## config.mk

```make
export PLATFORM = sky130hd
export DESIGN_NAME = utf8_byte_stream_decoder_flat
export DESIGN_NICKNAME = d
export VERILOG_FILES = /design/src/u8d_pkg.sv /design/src/u8d_req_if.sv /design/src/u8d_rsp_if.sv /design/src/u8d_step.sv /design/src/u8d_rsp_stage.sv /design/src/utf8_byte_stream_decoder.sv /design/src/flat_wrapper.sv
export SDC_FILE = /design/constraint.sdc
export NUM_CORES = 1
export LEC_CHECK = 0
export ABC_CLOCK_PERIOD_IN_PS = 2650
export BUFFER_PORTS_ARGS = -buffer_cell sky130_fd_sc_hd__buf_2
export CAP_MARGIN = 0
export CORE_ASPECT_RATIO = 1.4
export CORE_MARGIN = 4
export CORE_UTILIZATION = 49
export CTS_CLUSTER_DIAMETER = 80
export DETAILED_ROUTE_END_ITERATION = 8
export PLACE_DENSITY_LB_ADDON = 0.3
export SKIP_CTS_REPAIR_TIMING = 1
export SLEW_MARGIN = 20
export SYNTH_ARGS = -nofsm -noshare
export SYNTH_HDL_FRONTEND = slang
export SYNTH_SLANG_ARGS = --single-unit
```

## constraint.sdc

```tcl
create_clock -name clock -period 2.65 [get_ports clock]
set_input_delay 0.3975 -clock clock [delete_from_list [all_inputs] [get_ports clock]]
set_output_delay 0.3975 -clock clock [all_outputs]
set_load 0.05 [all_outputs]
```

## src/u8d_pkg.sv

```systemverilog
// Package for the UTF-8 byte stream decoder.
// Holds the decoder state and result types and the head byte length table.
// No dependencies.
package u8d_pkg;

   localparam int unsigned CpWidth   = 21;
   localparam int unsigned LenWidth  = 3;
   localparam int unsigned RemWidth  = 2;
   localparam int unsigned FlagWidth = 3;

   localparam logic [7:0] TailData  = 8'h3f;
   localparam logic [7:0] TailCheck = 8'hc0;
   localparam logic [7:0] TailMark  = 8'h80;

   // Sequence length codes; zero marks an invalid head byte
   localparam logic [LenWidth-1:0] LenInvalid = 3'd0;
   localparam logic [LenWidth-1:0] LenOne     = 3'd1;
   localparam logic [LenWidth-1:0] LenTwo     = 3'd2;
   localparam logic [LenWidth-1:0] LenThree   = 3'd3;
   localparam logic [LenWidth-1:0] LenFour    = 3'd4;

   typedef struct packed {
      logic [RemWidth-1:0]  remaining;
      logic [LenWidth-1:0]  total_len;
      logic [CpWidth-1:0]   acc;
      logic [FlagWidth-1:0] flags;
   } dec_state_type;

   typedef struct packed {
      logic [CpWidth-1:0]  code_point;
      logic                head_invalid;
      logic                second_invalid;
      logic                third_invalid;
      logic                fourth_invalid;
      logic [LenWidth-1:0] seq_length;
   } dec_result_type;

   // Sequence length picked by the top five bits of a head byte
   function automatic logic [LenWidth-1:0] head_length(input logic [4:0] top);
      logic [LenWidth-1:0] len;
      len = LenInvalid;
      if (!top[4]) begin
         len = LenOne;
      end else begin
         case (top[3:0])
            4'b1000, 4'b1001, 4'b1010, 4'b1011: len = LenTwo;
            4'b1100, 4'b1101:                   len = LenThree;
            4'b1110:                            len = LenFour;
            default:                            len = LenInvalid;
         endcase
      end
      return len;
   endfunction

endpackage

```

## src/u8d_req_if.sv

```systemverilog
// Byte input channel of the UTF-8 decoder: valid, ready and one raw byte.
// No dependencies.
interface u8d_req_if;
   logic       valid;
   logic       ready;
   logic [7:0] data_byte;

   modport source (output valid, output data_byte, input ready);
   modport sink   (input valid, input data_byte, output ready);
endinterface

```

## src/u8d_rsp_if.sv

```systemverilog
// Codepoint result channel of the UTF-8 decoder: valid, ready and the result fields.
// No dependencies.
interface u8d_rsp_if;
   logic        valid;
   logic        ready;
   logic [20:0] code_point;
   logic        head_invalid;
   logic        second_invalid;
   logic        third_invalid;
   logic        fourth_invalid;
   logic [2:0]  seq_length;

   modport source (output valid, output code_point, output head_invalid,
                   output second_invalid, output third_invalid,
                   output fourth_invalid, output seq_length, input ready);
   modport sink   (input valid, input code_point, input head_invalid,
                   input second_invalid, input third_invalid,
                   input fourth_invalid, input seq_length, output ready);
endinterface

```

## src/u8d_step.sv

```systemverilog
// Per-byte decode logic: next decoder state and the result a byte completes.
// Depends on u8d_pkg.
module u8d_step
   import u8d_pkg::*;
(
   input  dec_state_type  cur_state,
   input  logic [7:0]     data_byte,
   output dec_state_type  nxt_state,
   output logic           emit,
   output dec_result_type result
);

   logic [LenWidth-1:0] head_len;
   logic [LenWidth-1:0] tail_pos;
   logic [CpWidth-1:0]  tail_acc;
   logic [FlagWidth-1:0] tail_flags;
   logic                tail_bad;

   assign head_len = head_length(data_byte[7:3]);
   assign tail_pos = cur_state.total_len - LenWidth'(cur_state.remaining);
   assign tail_bad = (data_byte & TailCheck) != TailMark;
   assign tail_acc = {cur_state.acc[CpWidth-7:0], data_byte[5:0]};

   // Raise the flag of this tail position when the 10 prefix is missing
   always_comb begin
      tail_flags = cur_state.flags;
      if (tail_bad) begin
         case (tail_pos)
            LenOne:   tail_flags[0] = 1'b1;
            LenTwo:   tail_flags[1] = 1'b1;
            LenThree: tail_flags[2] = 1'b1;
            default:  tail_flags = cur_state.flags;
         endcase
      end
   end

   // Head byte when idle, tail byte otherwise
   always_comb begin
      nxt_state = cur_state;
      emit      = 1'b0;
      result    = '0;
      if (cur_state.remaining == '0) begin
         case (head_len)
            LenInvalid: begin
               emit                = 1'b1;
               result.head_invalid = 1'b1;
               result.seq_length   = LenOne;
            end
            LenOne: begin
               emit              = 1'b1;
               result.code_point = CpWidth'(data_byte);
               result.seq_length = LenOne;
            end
            LenTwo: begin
               nxt_state.acc       = CpWidth'(data_byte[4:0]);
               nxt_state.total_len = LenTwo;
               nxt_state.remaining = RemWidth'(1);
               nxt_state.flags     = '0;
            end
            LenThree: begin
               nxt_state.acc       = CpWidth'(data_byte[3:0]);
               nxt_state.total_len = LenThree;
               nxt_state.remaining = RemWidth'(2);
               nxt_state.flags     = '0;
            end
            default: begin
               nxt_state.acc       = CpWidth'(data_byte[2:0]);
               nxt_state.total_len = LenFour;
               nxt_state.remaining = RemWidth'(3);
               nxt_state.flags     = '0;
            end
         endcase
      end else begin
         nxt_state.remaining = cur_state.remaining - RemWidth'(1);
         nxt_state.acc       = tail_acc;
         nxt_state.flags     = tail_flags;
         if (cur_state.remaining == RemWidth'(1)) begin
            emit                  = 1'b1;
            result.code_point     = tail_acc;
            result.second_invalid = tail_flags[0];
            result.third_invalid  = tail_flags[1];
            result.fourth_invalid = tail_flags[2];
            result.seq_length     = cur_state.total_len;
            nxt_state.acc         = '0;
            nxt_state.flags       = '0;
            nxt_state.total_len   = '0;
         end
      end
   end

endmodule

```

## src/u8d_rsp_stage.sv

```systemverilog
// Result register of the UTF-8 decoder with its valid flag and back-pressure.
// Depends on u8d_pkg.
module u8d_rsp_stage
   import u8d_pkg::*;
(
   input  logic           clock,
   input  logic           reset,
   input  logic           load,
   input  dec_result_type load_result,
   input  logic           rsp_ready,
   output logic           rsp_valid,
   output dec_result_type rsp_result,
   output logic           has_space
);

   logic           valid_ff;
   logic           valid_in;
   dec_result_type result_ff;

   // Free when empty or when the waiting beat leaves this cycle
   assign has_space = !valid_ff || rsp_ready;

   always_comb begin
      valid_in = valid_ff;
      if (has_space) begin
         valid_in = load;
      end
   end

   always_ff @(posedge clock) begin
      if (reset) begin
         valid_ff <= 1'b0;
      end else begin
         valid_ff <= valid_in;
      end
   end

   // Hold the payload until a new beat is loaded
   always_ff @(posedge clock) begin
      if (has_space && load) begin
         result_ff <= load_result;
      end
   end

   assign rsp_valid  = valid_ff;
   assign rsp_result = result_ff;

endmodule

```

## src/utf8_byte_stream_decoder.sv

```systemverilog
// UTF-8 byte stream decoder: takes one byte per beat on req and returns one
// codepoint beat on rsp for each byte that ends a sequence (a single-byte
// character, an invalid head byte, or the last tail byte of a two to four
// byte sequence). A byte is taken in every cycle while the result register is
// free or being drained; a result appears on rsp in the cycle after the byte
// that ends it. Tail bytes lacking the 10 prefix are still consumed and
// raise the flag of their position; an invalid head gives code point zero.
// Depends on u8d_pkg, u8d_req_if, u8d_rsp_if, u8d_step and u8d_rsp_stage.
module utf8_byte_stream_decoder
   import u8d_pkg::*;
(
   input  logic          clock,
   input  logic          reset,
   u8d_req_if.sink       req,
   u8d_rsp_if.source     rsp
);

   dec_state_type  state_ff;
   dec_state_type  state_in;
   dec_state_type  step_state;
   dec_result_type step_result;
   dec_result_type rsp_result;
   logic           step_emit;
   logic           has_space;
   logic           accept;

   assign req.ready = has_space;
   assign accept    = req.valid && has_space;

   u8d_step u_step (
      .cur_state (state_ff),
      .data_byte (req.data_byte),
      .nxt_state (step_state),
      .emit      (step_emit),
      .result    (step_result)
   );

   // Advance the decoder state only on an accepted beat
   always_comb begin
      state_in = state_ff;
      if (accept) begin
         state_in = step_state;
      end
   end

   always_ff @(posedge clock) begin
      if (reset) begin
         state_ff <= '0;
      end else begin
         state_ff <= state_in;
      end
   end

   u8d_rsp_stage u_rsp_stage (
      .clock       (clock),
      .reset       (reset),
      .load        (accept && step_emit),
      .load_result (step_result),
      .rsp_ready   (rsp.ready),
      .rsp_valid   (rsp.valid),
      .rsp_result  (rsp_result),
      .has_space   (has_space)
   );

   assign rsp.code_point     = rsp_result.code_point;
   assign rsp.head_invalid   = rsp_result.head_invalid;
   assign rsp.second_invalid = rsp_result.second_invalid;
   assign rsp.third_invalid  = rsp_result.third_invalid;
   assign rsp.fourth_invalid = rsp_result.fourth_invalid;
   assign rsp.seq_length     = rsp_result.seq_length;

endmodule

```

## src/flat_wrapper.sv

```systemverilog
// flat-port wrapper written by rule: the top's interface ports become plain ports
module utf8_byte_stream_decoder_flat import u8d_pkg::*;
  (clock, reset, req_valid, req_data_byte, req_ready, rsp_valid, rsp_code_point, rsp_head_invalid, rsp_second_invalid, rsp_third_invalid, rsp_fourth_invalid, rsp_seq_length, rsp_ready);
  u8d_req_if req_i ();
  u8d_rsp_if rsp_i ();
  input  logic clock;
  input  logic reset;
  input wire logic [$bits(req_i.valid)-1:0] req_valid;
  input wire logic [$bits(req_i.data_byte)-1:0] req_data_byte;
  output wire logic [$bits(req_i.ready)-1:0] req_ready;
  output wire logic [$bits(rsp_i.valid)-1:0] rsp_valid;
  output wire logic [$bits(rsp_i.code_point)-1:0] rsp_code_point;
  output wire logic [$bits(rsp_i.head_invalid)-1:0] rsp_head_invalid;
  output wire logic [$bits(rsp_i.second_invalid)-1:0] rsp_second_invalid;
  output wire logic [$bits(rsp_i.third_invalid)-1:0] rsp_third_invalid;
  output wire logic [$bits(rsp_i.fourth_invalid)-1:0] rsp_fourth_invalid;
  output wire logic [$bits(rsp_i.seq_length)-1:0] rsp_seq_length;
  input wire logic [$bits(rsp_i.ready)-1:0] rsp_ready;
  assign req_i.valid = req_valid;
  assign req_i.data_byte = req_data_byte;
  assign req_ready = req_i.ready;
  assign rsp_valid = rsp_i.valid;
  assign rsp_code_point = rsp_i.code_point;
  assign rsp_head_invalid = rsp_i.head_invalid;
  assign rsp_second_invalid = rsp_i.second_invalid;
  assign rsp_third_invalid = rsp_i.third_invalid;
  assign rsp_fourth_invalid = rsp_i.fourth_invalid;
  assign rsp_seq_length = rsp_i.seq_length;
  assign rsp_i.ready = rsp_ready;
  utf8_byte_stream_decoder u_core (.clock(clock), .reset(reset), .req(req_i), .rsp(rsp_i));
endmodule
```

; ---- After elaboration in Yosys (flattened, before gate mapping)
; Cells that the tools add are included.
[totals]
regBits = 52
input_bits = 12
[op_classes]
n_addsub = 2
n_eq_ne = 16
mux = 19
bitwise_logic = 1
n_reduce_logical = 14
[ops]
columns = operator, n
row1 = $pmux 29 s3, 1
row2 = $mux 21, 2
row3 = $mux 29, 1
row4 = $eq 4x4->1 const B, 7
row5 = $mux 27, 1
row6 = $eq 3x2->1 const B, 4
row7 = $mux 3, 4
row8 = $pmux 3 s3, 1
row9 = $mux 1, 8
row10 = $mux 8, 1
row11 = $eq 3x1->1 const B, 2
row12 = $reduce_or 2->1, 3
row13 = $ne 2x2->1 const B, 2
row14 = $reduce_or 4->1, 1
row15 = $logic_and 1x1->1, 3
row16 = $logic_not 3->1, 1
row17 = $reduce_and 3->1, 1
row18 = $sub 3x2->3, 1
row19 = $eq 2x1->1 const B, 1
row20 = $logic_not 2->1, 1
row21 = $reduce_and 2->1, 1
row22 = $reduce_bool 2->1, 1
row23 = $sub 2x1->2 const B, 1
row24 = $logic_not 1->1, 1
row25 = other kinds (2), 2

; ---- Logic depth before layout (Yosys ltp)
[logic_depth]
depth_word = 10
depth_mapped = 8
mapped_depth_nobuf = 8

; ---- Cells and area by module
; Synthesis repeated with hierarchy kept, for this count alone.
[hier_totals]
cells_unflattened = 322
hier_area_um2 = 3325.7
[by_module_without_submodules]
columns = mod, instances, cells_per_inst, area_each_um2, seq_area_each_um2
row1 = utf8_byte_stream_decoder, 1, 134, 1555.2, 580.6
row2 = u8d_rsp_stage, 1, 33, 895.9, 860.8
row3 = u8d_step, 1, 155, 874.6, 0.0

; ---- Worst setup path before layout
; No wires, ideal clock.
[synth_timing]
path_type = register to register
start = reg u_core.u_rsp_stage.valid_ff, in the netlist u_core.u_rsp_stage.rsp_valid
end = reg u_core.u_rsp_stage.result_ff, in the netlist u_core.u_rsp_stage.rsp_result[0] (enable)
arrival_time_ns = 2.619
path_slack_ns = -0.381
path_stages_with_launch = 5
period_less_slack_ns = 3.031
path_cell_list = dfxtp_1 -> nand2b_1 -> nand2_2 -> buf_2 -> nor2_1
[synth_via]
elab_chain_len = 5
[synth_rtl]
columns = element, line_no
row1 = start: declaration, u8d_rsp_stage.sv:16  ; logic valid_ff;
row2 = start signal: assignment, u8d_rsp_stage.sv:34  ; valid_ff <= valid_in;
row3 = $logic_not 1->1 (*), u8d_rsp_stage.sv:21  ; assign has_space = !valid_ff || rsp_ready;
row4 = $logic_or 1x1->1 (*), u8d_rsp_stage.sv:21
row5 = net req_ready, flat_wrapper.sv:10  ; output wire logic [$bits(req_i.ready)-1:0] req_ready;
row6 = $logic_and 1x1->1, utf8_byte_stream_decoder.sv:28  ; assign accept = req.valid && has_space;
row7 = $logic_and 1x1->1, utf8_byte_stream_decoder.sv:57  ; .load (accept && step_emit),
row8 = $logic_and 1x1->1 (*), u8d_rsp_stage.sv:40  ; if (has_space && load) begin
row9 = end signal: assignment, u8d_rsp_stage.sv:41  ; result_ff <= load_result;
row10 = end: declaration, u8d_rsp_stage.sv:18  ; dec_result_type result_ff;
; The timed path passes the listed nets; every way through them passes the cells marked *.
; A chain may end at the register's enable or synchronous reset.

; ---- Final worst setup path
[layout_timing]
start = reg u_core.state_ff[27] (netlist name)
end = reg u_core.state_ff[0] (netlist name)
[layout_via]
elab_chain_len = 6
word_cells_on_any_way = 10
classes_between = add/sub: 1 / eq/ne: 3 / mux: 4 / reduce/logical: 2
[layout_rtl]
columns = element, line_no
row1 = start: declaration, utf8_byte_stream_decoder.sv:18  ; dec_state_type state_ff;
row2 = start signal: assignment, utf8_byte_stream_decoder.sv:50  ; state_ff <= state_in;
row3 = $sub 3x2->3, u8d_step.sv:20  ; assign tail_pos = cur_state.total_len - LenWidth'(cur_state.remaining);
row4 = $eq 3x1->1, u8d_step.sv:28  ; case (tail_pos)
row5 = $mux 1, u8d_step.sv:28
row6 = $mux 3, u8d_step.sv:27  ; if (tail_bad) begin
row7 = $mux 27, u8d_step.sv:77  ; if (cur_state.remaining == RemWidth'(1)) begin
row8 = $mux 29, u8d_step.sv:42  ; if (cur_state.remaining == '0) begin
; Parallel ways exist; a longest one is shown, timed or not. The select of a mux whose other input is x is not followed.

==> results.toml <==
[outcome]
status = "finished clean"

[finish]
drive_gt1_share_pct = 26.6
antenna_cells = 0
syn2layout_area_growth_pct = 16.5
fin_util_pct = 59.8
fillers = 373
final_common_cell = "buf_2"
finalNonFillerCells = 301
mostFrequentLayoutCells = "buf_2, edfxtp_1, dfxtp_1"
fin_nets = 254

[drt]
first_pass_iters = 4
wl_per_cell_um = 15.3
first_iter_violations = 77
drc = 0
via_per_inst = 5.55
num_vias = 1672
antenna_left = 0
routed_wl_um = 4590

[global_route]
track_usage_pct = 17.0
grt_pass1_wl_um = 7440
grt_max_degree = 29
overflow = 0
first_global_vias = 1555
grt_antenna_before_repair = 0

[worst_setup_path]
crit_fanout = 13
cp-start-kind = "flip-flop"
reg2reg_slack_ns = 0.55
reg2reg_from = "u_core.state_ff[27]"
critPathTopFamily = "adder cells"
r2r_end = "u_core.state_ff[0]"
endpoint_kind = "flip-flop"
slowest_delay_ns = 0.58
slowest_stage = "dfxtp_1"
r2r_cells = 6
critPathKind = "reg2reg"
crit_buf_inv = 1
required_ns = 2.88
path_cells = "ha_1, inv_1, fa_1, nor4_1, a31oi_1, nor3_1"
crit_arrival_ns = 2.33

[floorplan]
rows = 28
fp.coreArea_sq_um = 4310
io_pins = 42
fp.dieW_um = 64.8
die_area_sq_um = 5670
initial_core_util_pct = 51.3
die_y_um = 87.5

[placement]
gp_congestion = 0.870
numPortBuffers = 41
hpwl_um = 3090
placed_cells = 293

[timing]
setup_violations = 0
fin_crit_sh_pct = 79.1
tightest_slew_ns = 0.687
fin_skew_ns = 0.00743
rsz0062_at_grt = "false"
slew_viol_final = 0
fmax_ghz = 0.477
slew_headroom_pct = 53.9
hold_viol = 0
min_period_ns = 2.10
tns_ns = 0

[cts]
clockRootBuffer = "clkbuf_8"
path_clk_slew_ns = 0.10
numClockSinks = 52
clock_tree.buffer_depth = 2
htree_levels = 2
numCtsBuffers = 5
cts_tree = "done"
clkLatencyLatePin_ns = 0.31

[flow_run]
max-cap-violations = 0

[pwr]
power.leakage_nw = 1.04
p_total_mw = 1.81
peakVddDrop_mv = 0.339
power_density_nw_per_um2 = 702

[logic_synthesis]
ys_async_sr_fraction_pct = 0
syn_inst = 201
synth_edf_count = 28
avgSynthCellArea_sq_um = 11.0
synth_top_area_share_pct = 38.0
synth_ff_type = "edfxtp_1"
yosysWarnings = 0
synth.area.top_cells = "edfxtp_1, dfxtp_1, a21oi_1"
seq_area_frac_synth_pct = 59.7
synth-seq-cells = 52
yosysTopAreaCell = "edfxtp_1"
syn_area_sq_um = 2210
synth_cell_types = 44
synth_nets = 215

[worst_hold_path]
holdCritStartpoint = "req_data_byte[1]"
hold_class = "in2reg"
hold_path_depth = 3
hold_end = "u_core.state_ff[4]"
cell families after synthesis:
group | Yosys count | synth area share [%]
simple gates | 75 | 19.6
flops | 52 | 59.7
compound gates | 51 | 14.1
buf+inv | 19 | 4.30
fa+ha+maj | 2 | 1.47
xor+xnor | 1 | 0.396
mux | 1 | 0.453
worst register-to-register path, cell delays in order, from the launching register on:
cell and delay [ns]:
dfxtp_1 0.58, ha_1 0.23, inv_1 0.05, fa_1 0.47, nor4_1 0.41, a31oi_1 0.14, nor3_1 0.14
worst max path at each step:
stage | end | slack [ns] | depth (start not counted) | start
floorplan | u_core.u_rsp_stage.rsp_result[0] | 0.09 | 4 | u_core.u_rsp_stage.rsp_valid
global placement | u_core.state_ff[2] | 0.64 | 7 | u_core.state_ff[27]
detailed placement | u_core.state_ff[2] | 0.58 | 7 | u_core.state_ff[27]
CTS | u_core.state_ff[2] | 0.56 | 7 | u_core.state_ff[27]
global route | u_core.state_ff[2] | 0.35 | 7 | u_core.state_ff[27]
finish | u_core.state_ff[0] | 0.55 | 6 | u_core.state_ff[27]
registers in the layout, summed over array words and instances, names as in the netlist:
register                       count
u_core.u_rsp_stage.rsp_result     28
u_core.u_rsp_stage.rsp_valid       1
u_core.state_ff                   23
power by group:
group	internal [mW]	leakage, nW	switching (mW)	total [mW]
registers	0.896	0.471	0.0191	0.915
clock network	0.309	0.0614	0.256	0.565
logic	0.0783	0.508	0.252	0.331
Yosys cell counts, types with 2 or more instances:
master	number
nand2_1	10
and3_1	16
buf_2	4
a21oi_1	23
edfxtp_1	28
nor3_1	5
o21ai_0	6
clkbuf_1	7
a31oi_1	3
o21ai_1	10
inv_1	5
nor2_1	8
nand3_1	11
buf_6	2
and2_1	7
dfxtp_1	24
nand4_1	5
stage by stage:
step / hold slack [ns] / setup WS [ns] / cell area, sq um
6_report: 0.362 / 0.553 / 2580
3_3_place_gp: 0.456 / 0.643 / 2460
4_1_cts: 0.362 / 0.563 / 2580
3_5_place_dp: 0.473 / 0.576 / 2460
5_1_grt: 0.387 / 0.347 / 2580
2_1_floorplan: 0.445 / 0.0855 / 2210
routing by layer:
| layer | global-route usage [%] | vias up | share of wire [%] |
|---|---|---|---|
| met3 | 2.97 | 7 | 5.0 |
| li1 | - | 812 | - |
| met1 | 20.3 | 804 | 41 |
| met5 | 0 | - | 0 |
| met4 | 7.69 | 0 | 2.2 |
| met2 | 29.6 | 49 | 52 |
area by class of cell:
class,instances,area [sq um],share of cell area [%]
timing repair buffer,46,243,9.42
multi-input combinational,130,798,31.0
inverter,5,18.8,0.728
clock buffer,6,82.6,3.20
clock inverter,2,38.8,1.50
tap,60,75.1,2.91
sequential,52,1320,51.3
No activity file was read; power rests on OpenSTA's default activity.
